===== src/hw/rtl/svct_pkg.sv =====
// Shared types, constants and a helper function for the saturation/value color threshold.
package svct_pkg;

   localparam int unsigned CHAN_W = 8;
   localparam int unsigned NUM_W  = 2 * CHAN_W;
   localparam int unsigned CSR_IDX_W = 2;

   // Divider layout: two quotient bits are resolved per pipeline stage.
   localparam int unsigned DIV_BITS_PER_STAGE = 2;
   localparam int unsigned DIV_STAGES = CHAN_W / DIV_BITS_PER_STAGE;

   localparam logic [CHAN_W-1:0] SAT_LOW_RESET  = 8'd100;
   localparam logic [CHAN_W-1:0] SAT_HIGH_RESET = 8'd255;
   localparam logic [CHAN_W-1:0] VAL_LOW_RESET  = 8'd50;
   localparam logic [CHAN_W-1:0] VAL_HIGH_RESET = 8'd255;
   localparam logic [CHAN_W-1:0] CHAN_MAX       = 8'd255;

   // Configuration register indexes.
   typedef enum logic [CSR_IDX_W-1:0] {
      CSR_SAT_LOW  = 2'd0,
      CSR_SAT_HIGH = 2'd1,
      CSR_VAL_LOW  = 2'd2,
      CSR_VAL_HIGH = 2'd3
   } csr_index_type;

   // Payload of one item while it travels through the divider stages.
   typedef struct packed {
      logic              grey;
      logic [CHAN_W-1:0] mx;
      logic [CHAN_W-1:0] den;
      logic [NUM_W-1:0]  rem;
      logic [CHAN_W-1:0] quo;
   } div_stage_type;

   // Resolves two quotient bits, starting at bit position k_hi, by restoring division.
   function automatic div_stage_type div_two(div_stage_type s, int unsigned k_hi);
      div_stage_type    r;
      logic [NUM_W-1:0] shifted;
      r = s;
      for (int unsigned j = 0; j < DIV_BITS_PER_STAGE; j++) begin
         shifted = NUM_W'(r.den) << (k_hi - j);
         if (r.rem >= shifted) begin
            r.rem = r.rem - shifted;
            r.quo[k_hi - j] = 1'b1;
         end
      end
      return r;
   endfunction

endpackage


===== src/hw/rtl/svct_if.sv =====
// Channel interfaces for pixel items, result items and configuration writes.
interface svct_req_if;
   import svct_pkg::*;
   logic              valid;
   logic              ready;
   logic [CHAN_W-1:0] chan_first;
   logic [CHAN_W-1:0] chan_second;
   logic [CHAN_W-1:0] chan_third;
   modport source (output valid, chan_first, chan_second, chan_third, input ready);
   modport sink   (input valid, chan_first, chan_second, chan_third, output ready);
endinterface

interface svct_rsp_if;
   import svct_pkg::*;
   logic              valid;
   logic              ready;
   logic              lane_bit;
   logic [CHAN_W-1:0] saturation;
   logic [CHAN_W-1:0] brightness;
   modport source (output valid, lane_bit, saturation, brightness, input ready);
   modport sink   (input valid, lane_bit, saturation, brightness, output ready);
endinterface

interface svct_csr_if;
   import svct_pkg::*;
   logic                 valid;
   logic                 ready;
   logic [CSR_IDX_W-1:0] index;
   logic [CHAN_W-1:0]    data;
   modport source (output valid, index, data, input ready);
   modport sink   (input valid, index, data, output ready);
endinterface


===== src/hw/rtl/saturation_value_color_threshold.sv =====
// Top level of the HLS saturation / HSV value color threshold pipeline.
//
//  Channel   Direction  Handshake      Payload
//  req_chan  in         valid/ready    chan_first, chan_second, chan_third
//  rsp_chan  out        valid/ready    lane_bit, saturation, brightness
//  csr_chan  in         valid/ready    index, data (always ready)
//
// One item enters per cycle while no stall on rsp_chan holds the pipeline.
// The depth is set by min/max, numerator, four two-bit divider stages and round/compare.
// Reset is synchronous; it clears all valid bits and loads the threshold registers with their reset values.
// A stall on rsp_chan freezes the whole pipeline, so req_chan.ready follows it.
module saturation_value_color_threshold
   import svct_pkg::*;
(
   input  logic       clock,
   input  logic       reset,
   svct_req_if.sink   req_chan,
   svct_rsp_if.source rsp_chan,
   svct_csr_if.sink   csr_chan
);

   logic [CHAN_W-1:0] sat_low_ff, sat_high_ff, val_low_ff, val_high_ff;

   logic              s1_valid_ff;
   logic [CHAN_W-1:0] s1_mx_ff, s1_mn_ff;
   logic [CHAN_W-1:0] s1_mx_in, s1_mn_in;

   logic              s2_valid_ff;
   div_stage_type     s2_ff, s2_in;

   logic [DIV_STAGES-1:0] dv_valid_ff;
   div_stage_type         dv_ff [DIV_STAGES];
   div_stage_type         dv_in [DIV_STAGES];

   logic              out_valid_ff;
   logic              out_lane_ff, out_lane_in;
   logic [CHAN_W-1:0] out_sat_ff, out_sat_in;
   logic [CHAN_W-1:0] out_bright_ff;

   logic advance;

   // The pipeline moves whenever the output register is empty or being drained.
   assign advance        = !out_valid_ff || rsp_chan.ready;
   assign req_chan.ready = advance;
   assign csr_chan.ready = 1'b1;

   // Threshold registers.
   always_ff @(posedge clock) begin
      if (reset) begin
         sat_low_ff  <= SAT_LOW_RESET;
         sat_high_ff <= SAT_HIGH_RESET;
         val_low_ff  <= VAL_LOW_RESET;
         val_high_ff <= VAL_HIGH_RESET;
      end else if (csr_chan.valid) begin
         unique case (csr_index_type'(csr_chan.index))
            CSR_SAT_LOW:  sat_low_ff  <= csr_chan.data;
            CSR_SAT_HIGH: sat_high_ff <= csr_chan.data;
            CSR_VAL_LOW:  val_low_ff  <= csr_chan.data;
            CSR_VAL_HIGH: val_high_ff <= csr_chan.data;
         endcase
      end
   end

   // Stage 1: maximum and minimum of the three channels.
   always_comb begin
      s1_mx_in = req_chan.chan_first;
      s1_mn_in = req_chan.chan_first;
      if (req_chan.chan_second > s1_mx_in) s1_mx_in = req_chan.chan_second;
      if (req_chan.chan_third  > s1_mx_in) s1_mx_in = req_chan.chan_third;
      if (req_chan.chan_second < s1_mn_in) s1_mn_in = req_chan.chan_second;
      if (req_chan.chan_third  < s1_mn_in) s1_mn_in = req_chan.chan_third;
   end

   // Stage 2: numerator 255*(mx-mn) and the lightness-dependent divisor.
   always_comb begin
      logic [CHAN_W-1:0] diff;
      logic [CHAN_W:0]   total;
      diff     = s1_mx_ff - s1_mn_ff;
      total    = {1'b0, s1_mx_ff} + {1'b0, s1_mn_ff};
      s2_in    = '0;
      s2_in.grey = (s1_mx_ff == s1_mn_ff);
      s2_in.mx   = s1_mx_ff;
      s2_in.rem  = {diff, {CHAN_W{1'b0}}} - NUM_W'(diff);
      if (total < (CHAN_W+1)'(CHAN_MAX)) begin
         s2_in.den = total[CHAN_W-1:0];
      end else begin
         s2_in.den = CHAN_W'(((CHAN_W+1)'(2) * (CHAN_W+1)'(CHAN_MAX)) - total);
      end
   end

   // Divider stages: each resolves two quotient bits, most significant first.
   always_comb begin
      for (int unsigned i = 0; i < DIV_STAGES; i++) begin
         dv_in[i] = div_two((i == 0) ? s2_ff : dv_ff[(i == 0) ? 0 : i-1],
                            CHAN_W - 1 - DIV_BITS_PER_STAGE * i);
      end
   end

   // Output stage: round half to even, then the two window checks.
   always_comb begin
      div_stage_type     last;
      logic [NUM_W:0]    rem2;
      logic              round_up;
      last     = dv_ff[DIV_STAGES-1];
      rem2     = {last.rem, 1'b0};
      round_up = (rem2 > (NUM_W+1)'(last.den)) ||
                 ((rem2 == (NUM_W+1)'(last.den)) && last.quo[0]);
      if (last.grey) begin
         out_sat_in = '0;
      end else if (round_up && (last.quo != CHAN_MAX)) begin
         out_sat_in = last.quo + CHAN_W'(1);
      end else begin
         out_sat_in = last.quo;
      end
      out_lane_in = (out_sat_in > sat_low_ff) && (out_sat_in <= sat_high_ff) &&
                    (last.mx > val_low_ff) && (last.mx <= val_high_ff);
   end

   // Valid bits travel with the data.
   always_ff @(posedge clock) begin
      if (reset) begin
         s1_valid_ff  <= 1'b0;
         s2_valid_ff  <= 1'b0;
         dv_valid_ff  <= '0;
         out_valid_ff <= 1'b0;
      end else if (advance) begin
         s1_valid_ff  <= req_chan.valid;
         s2_valid_ff  <= s1_valid_ff;
         dv_valid_ff  <= {dv_valid_ff[DIV_STAGES-2:0], s2_valid_ff};
         out_valid_ff <= dv_valid_ff[DIV_STAGES-1];
      end
   end

   // Payload registers.
   always_ff @(posedge clock) begin
      if (advance) begin
         s1_mx_ff      <= s1_mx_in;
         s1_mn_ff      <= s1_mn_in;
         s2_ff         <= s2_in;
         for (int unsigned i = 0; i < DIV_STAGES; i++) begin
            dv_ff[i] <= dv_in[i];
         end
         out_lane_ff   <= out_lane_in;
         out_sat_ff    <= out_sat_in;
         out_bright_ff <= dv_ff[DIV_STAGES-1].mx;
      end
   end

   assign rsp_chan.valid      = out_valid_ff;
   assign rsp_chan.lane_bit   = out_lane_ff;
   assign rsp_chan.saturation = out_sat_ff;
   assign rsp_chan.brightness = out_bright_ff;

endmodule


===== src/flat_wrapper.sv =====
// flat-port wrapper written by rule: the top's interface ports become plain ports
module saturation_value_color_threshold_flat import svct_pkg::*;
  (clock, reset, req_chan_valid, req_chan_chan_first, req_chan_chan_second, req_chan_chan_third, req_chan_ready, rsp_chan_valid, rsp_chan_lane_bit, rsp_chan_saturation, rsp_chan_brightness, rsp_chan_ready, csr_chan_valid, csr_chan_index, csr_chan_data, csr_chan_ready);
  svct_req_if req_chan_i ();
  svct_rsp_if rsp_chan_i ();
  svct_csr_if csr_chan_i ();
  input  logic clock;
  input  logic reset;
  input wire logic [$bits(req_chan_i.valid)-1:0] req_chan_valid;
  input wire logic [$bits(req_chan_i.chan_first)-1:0] req_chan_chan_first;
  input wire logic [$bits(req_chan_i.chan_second)-1:0] req_chan_chan_second;
  input wire logic [$bits(req_chan_i.chan_third)-1:0] req_chan_chan_third;
  output wire logic [$bits(req_chan_i.ready)-1:0] req_chan_ready;
  output wire logic [$bits(rsp_chan_i.valid)-1:0] rsp_chan_valid;
  output wire logic [$bits(rsp_chan_i.lane_bit)-1:0] rsp_chan_lane_bit;
  output wire logic [$bits(rsp_chan_i.saturation)-1:0] rsp_chan_saturation;
  output wire logic [$bits(rsp_chan_i.brightness)-1:0] rsp_chan_brightness;
  input wire logic [$bits(rsp_chan_i.ready)-1:0] rsp_chan_ready;
  input wire logic [$bits(csr_chan_i.valid)-1:0] csr_chan_valid;
  input wire logic [$bits(csr_chan_i.index)-1:0] csr_chan_index;
  input wire logic [$bits(csr_chan_i.data)-1:0] csr_chan_data;
  output wire logic [$bits(csr_chan_i.ready)-1:0] csr_chan_ready;
  assign req_chan_i.valid = req_chan_valid;
  assign req_chan_i.chan_first = req_chan_chan_first;
  assign req_chan_i.chan_second = req_chan_chan_second;
  assign req_chan_i.chan_third = req_chan_chan_third;
  assign req_chan_ready = req_chan_i.ready;
  assign rsp_chan_valid = rsp_chan_i.valid;
  assign rsp_chan_lane_bit = rsp_chan_i.lane_bit;
  assign rsp_chan_saturation = rsp_chan_i.saturation;
  assign rsp_chan_brightness = rsp_chan_i.brightness;
  assign rsp_chan_i.ready = rsp_chan_ready;
  assign csr_chan_i.valid = csr_chan_valid;
  assign csr_chan_i.index = csr_chan_index;
  assign csr_chan_i.data = csr_chan_data;
  assign csr_chan_ready = csr_chan_i.ready;
  saturation_value_color_threshold u_core (.clock(clock), .reset(reset), .req_chan(req_chan_i), .rsp_chan(rsp_chan_i), .csr_chan(csr_chan_i));
endmodule

===== config.mk =====
export PLATFORM = sky130hd
export DESIGN_NAME = saturation_value_color_threshold_flat
export DESIGN_NICKNAME = d
export VERILOG_FILES = /design/src/hw/rtl/svct_pkg.sv /design/src/hw/rtl/svct_if.sv /design/src/hw/rtl/saturation_value_color_threshold.sv /design/src/flat_wrapper.sv
export SDC_FILE = /design/constraint.sdc
export NUM_CORES = 1
export LEC_CHECK = 0
export BUFFER_PORTS_ARGS = -buffer_cell sky130_fd_sc_hd__buf_2
export CAP_MARGIN = 0
export CORE_AREA = 2 2 199 201
export CTS_BUF_LIST = sky130_fd_sc_hd__clkbuf_16
export DETAILED_ROUTE_END_ITERATION = 8
export DIE_AREA = 0 0 201 203
export GPL_TIMING_DRIVEN = 0
export PLACE_DENSITY_LB_ADDON = 0.25
export SLEW_MARGIN = 10
export SYNTH_ARGS = -nofsm -noshare
export SYNTH_HDL_FRONTEND = slang
export SYNTH_SLANG_ARGS = --single-unit

===== constraint.sdc =====
create_clock -name clock -period 17.6 [get_ports clock]
set_clock_uncertainty 0.15 [all_clocks]
set_input_delay 3.52 -clock clock [delete_from_list [all_inputs] [get_ports clock]]
set_output_delay 3.52 -clock clock [all_outputs]
set_load 0.02 [all_outputs]

**Yosys cells after proc, flatten, opt, wreduce, memory -nomap -nowiden**

Memory sizes are Yosys's and may differ from the RTL's.
Cells that the tools add are included.

- Bits in registers: 105
- Bits in latches: 0
- Memory bits (writable): 164
- Bits in read-only memories: 0
- Input bits: 39
- Output and inout port bits: 20
- Word-level logic and storage cells: 92
- Memories kept: 1

- Add/sub/neg operators: 13
- $mul: 0
- Divide/modulo/power cells: 0
- Order comparisons: 18
- Equal/unequal tests: 6
- Shift-type cells: 0
- Multiplexer cells: 24
- Bitwise operators: 0
- Reductions and logical operators: 13

Memories:

| memory | depth | bits a word | rd ports | clocked after memory_dff | wr ports | line | source |
|---|---|---|---|---|---|---|---|
| u_core.dv_ff | 4 | 41 | 4 | 0 | 4 | saturation_value_color_threshold.sv:32 | `div_stage_type dv_ff [DIV_STAGES];` |

Operators with widths:

| operator | number |
|---|---|
| 16-bit 2-to-1 mux | 7 |
| 8-bit 2-to-1 mux | 7 |
| 8-bit > comparator | 4 |
| 16-bit by 8-bit subtractor with 16-bit output | 2 |
| 17-bit by 8-bit == test with 1-bit output | 1 |
| 17-bit by 8-bit > comparator with 1-bit output | 1 |
| 17-bit 2-to-1 mux | 1 |
| 16-bit by 10-bit greater-or-equal comparator with 1-bit output | 1 |
| 16-bit by 11-bit greater-or-equal comparator with 1-bit output | 1 |
| 16-bit by 12-bit greater-or-equal comparator with 1-bit output | 1 |
| 16-bit by 13-bit greater-or-equal comparator with 1-bit output | 1 |
| 16-bit by 14-bit greater-or-equal comparator with 1-bit output | 1 |
| 16-bit by 15-bit greater-or-equal comparator with 1-bit output | 1 |
| 16-bit by 8-bit greater-or-equal comparator with 1-bit output | 1 |
| 16-bit by 9-bit greater-or-equal comparator with 1-bit output | 1 |
| 8-bit less-or-equal comparator | 2 |
| 8-bit < comparator | 2 |
| 16-bit by 10-bit subtractor with 16-bit output | 1 |
| 16-bit by 11-bit subtractor with 16-bit output | 1 |
| 16-bit by 12-bit subtractor with 16-bit output | 1 |
| 16-bit by 13-bit subtractor with 16-bit output | 1 |
| 16-bit by 14-bit subtractor with 16-bit output | 1 |
| 16-bit by 15-bit subtractor with 16-bit output | 1 |
| 16-bit by 9-bit subtractor with 16-bit output | 1 |
| 15 further kinds | 32 |

**Longest topological paths before layout**

An unclocked memory read counts as a cell.

- Depth after elaboration: 11
- Mapped depth: 21
- Mapped depth without buffers: 21

**Least setup slack after synthesis**

No wires, ideal clock.

- Path type: input-to-output
- Start: input port rsp_chan_ready
- End: output port req_chan_ready
- Data arrival time: 8.041 ns
- Path slack: 5.889 ns
- Cell stages on the path: 3
- Buffers on the path: 1
- Path through: nor2b_1 clkbuf_1 inv_1

- Longest elaborated chain between the ends: 1

RTL lines:

| item | line | source |
|---|---|---|
| from (decl) | flat_wrapper.sv:18 | `input wire logic [$bits(rsp_chan_i.ready)-1:0] rsp_chan_ready;` |
| 1-bit logical OR | saturation_value_color_threshold.sv:43 | `assign advance = !out_valid_ff \|\| rsp_chan.ready;` |
| to (decl) | flat_wrapper.sv:13 | `output wire logic [$bits(req_chan_i.ready)-1:0] req_chan_ready;` |

No other way between the ends.

**Final worst setup path**

Same ends and word-level chain as after synthesis.

==> out/results.ini <==
[placed_design]
placedCellCount = 2046
dp.final_hpwl_mm = 23.7
portBuffers = 56
place_congestion = 0.860
placed_area_um2 = 16300

[yosys]
syn_avg_cell_area_um2 = 10.5
ys_ff_latch = 253
synthCells = 1470
ys.flop_type = edfxtp_1
synth_edf_count = 214
syn_area_um2 = 15400
syn_nets = 1663
synth_area_leader_cell = edfxtp_1
ys_seq_area_share_pct = 46.9
synth_area_leaders = edfxtp_1 (42%), ha_1 (12%), dfxtp_1 (5.1%)
ys_types = 74
synth_top_area_share_pct = 41.8
yosys_warnings = 0
async_reset_ff_share_pct = 0

[die]
ios = 59
start_util_pct = 39.9
die-area_um2 = 40800
die_x_um = 201
num_rows = 72
coreArea_um2 = 38500
die-height_um = 203

[run_status]
status = finished, final reports clean

[flow_run]
drv_cap = 0

[detailed_routing]
via_count = 10800
drcViolationCount = 0
wire_per_inst_um = 14.7
routed_wl_mm = 30.8
drt_iter0_drc = 414
via_per_inst = 5.17
drtPass1Iterations = 5
drtAntennaViolNets = 0

[critical_path]
reg2reg_slack_ns = 11.00
timing.critical_path.mode_cell = buf_2
end_kind = primary output
cp.required_ns = 13.93
crit_arrival_ns = 4.76
critPathLaunchType = input pin
max_stage_delay_ns = 0.40
crit_path_max_fanout = 93
slowest_stage = clkbuf_1
crit_chain = buf_2 -> nor2b_1 -> clkbuf_1 -> inv_8 -> buf_2
critical_path_class = in2out

[sta]
slew_headroom_pct = 30.7
whs_ns = 0.264
final-hold-violation-count = 0
finalCritPeriodShare_pct = 47.9
grt_setup_unrepaired = false
slew_viol_final = 0
fin_crit_ns = 8.43
setup_tns_ns = 0
setup_violations = 0
worstMarginPinSlew_ns = 1.03
fmax_mhz = 119

[finish]
num_antenna_cells = 0
drive_gt1_share_pct = 9.49
stdcell_area_um2 = 17300
post_layout_nonfiller_instances = 2099
fin_nets = 1752
syn2layout_area_growth_pct = 12.6

[grt]
gr-usage-all-layers_pct = 15.2
grt-ovfl-total = 0
grt_pass1_wl_mm = 51.8
first_global_vias = 10900
grt_max_degree = 130
antenna_found_initial = 0

[cts]
clockRootBuffer = clkbuf_16
htreeDepth = 1
post_cts_resized = 0
post-cts-setup-buffer-count = 0
cts.clk_slew.worst_paths_ns = 0.06
worstSkewPairLatency_ns = 0.54
clock_path_buffers = 3
ctsHoldBuffers = 0
numCtsBuffers = 29
tritoncts = yes
clock_sinks = 253

[hold_path]
hp-class = reg2reg

==> stage by stage <==
step	setup slack (ns)	utilization, %
6_report	9.17	45.0
5_1_grt	9.05	45.0
4_1_cts	9.16	45.0
3_5_place_dp	9.17	42.5
3_3_place_gp	3.63	42.4
2_1_floorplan	5.89	-
==> registers in the layout, indices dropped and copies added, names as in the netlist, 4 cells and up <==
register,count
u_core.sat_high_ff,8
u_core.s1_mx_ff,8
u_core.s1_mn_ff,8
u_core.val_high_ff,8
u_core.dv_in,16
u_core.rsp_chan.brightness,8
u_core.rsp_chan.saturation,8
u_core.sat_low_ff,8
u_core.dv_valid_ff,4
u_core.val_low_ff,8
u_core.s2_ff,16
u_core.dv_ff,149
==> worst max-delay path: cells and delay by family <==
| kind | cells | cell delay [ns] |
|---|---|---|
| buf+inv | 4 | 1.08 |
| simple gates | 1 | 0.09 |
==> routing by layer <==
layer	GRT usage (%)	vias to the layer above	share of wire, %
met3	1.89	65	2.6
met2	28.4	164	51
met1	17.7	5103	43
li1	-	5517	-
met5	0	-	0
met4	5.32	0	3.2
==> synthesized netlist by cell type, types with 23 or more instances <==
cell type,number
a21oi_1,95
dfxtp_1,39
edfxtp_1,214
ha_1,144
inv_1,138
mux2i_1,44
nand2_1,115
nand2b_1,29
nand3_1,23
nand4_1,23
nor2_1,117
nor2b_1,34
nor3_1,24
o21a_1,27
o21ai_0,78
xnor2_1,43
xor2_1,24
==> path summary, 6_finish.rpt <==
path | startpoint | end | depth (start not counted)
setup reg to reg | u_core.dv_ff[2][25]$_DFFE_PP_ | u_core.dv_ff[3][15]$_DFFE_PP_ | 18
hold / removal | u_core.dv_ff[2][7]$_DFFE_PP_ | u_core.dv_ff[3][7]$_DFFE_PP_ | 0
hold reg to reg | u_core.dv_ff[2][7]$_DFFE_PP_ | u_core.dv_ff[3][7]$_DFFE_PP_ | 0
setup / recovery | rsp_chan_ready | req_chan_ready | 5
==> placed cells by master (no fill, tap or decap), drive strengths merged, types with 27 or more instances in the layout <==
cell    synthesis  layout
edfxtp        214     214
inv           139     145
ha            144     144
nor2          117     117
nand2         115     115
a21oi          95      95
o21ai          79      79
buf             6      64
clkbuf         21      50
mux2i          44      44
xnor2          43      43
dfxtp          39      39
nor2b          34      34
nand2b         29      29
o21a           27      27
==> layout make-up <==
type | count | area, µm²
Inverter | 139 | 532
Multi-Input combinational cell | 1051 | 7520
Clock inverter | 24 | 233
Fill cell | 3584 | 21200
Tap cell | 518 | 648
Sequential cell | 253 | 7210
Timing Repair Buffer | 58 | 315
Clock buffer | 29 | 726
Buffer | 27 | 121
==> cells by family (layout without fill, tap and decap cells) <==
| family | Yosys count | in the layout | synth area share [%] |
|---|---|---|---|
| mux | 65 | 65 | 4.43 |
| buf+inv | 166 | 277 | 4.20 |
| other cells | 1 | 1 | 0.0244 |
| flops | 253 | 253 | 46.9 |
| fa+ha+maj | 154 | 154 | 13.0 |
| xor+xnor | 67 | 67 | 3.82 |
| simple gates | 448 | 448 | 14.6 |
| compound gates | 316 | 316 | 13.0 |
Power is left out: the tool's default activity adds up to more than one toggle a clock period on the data nets, which glitch-free logic cannot reach.
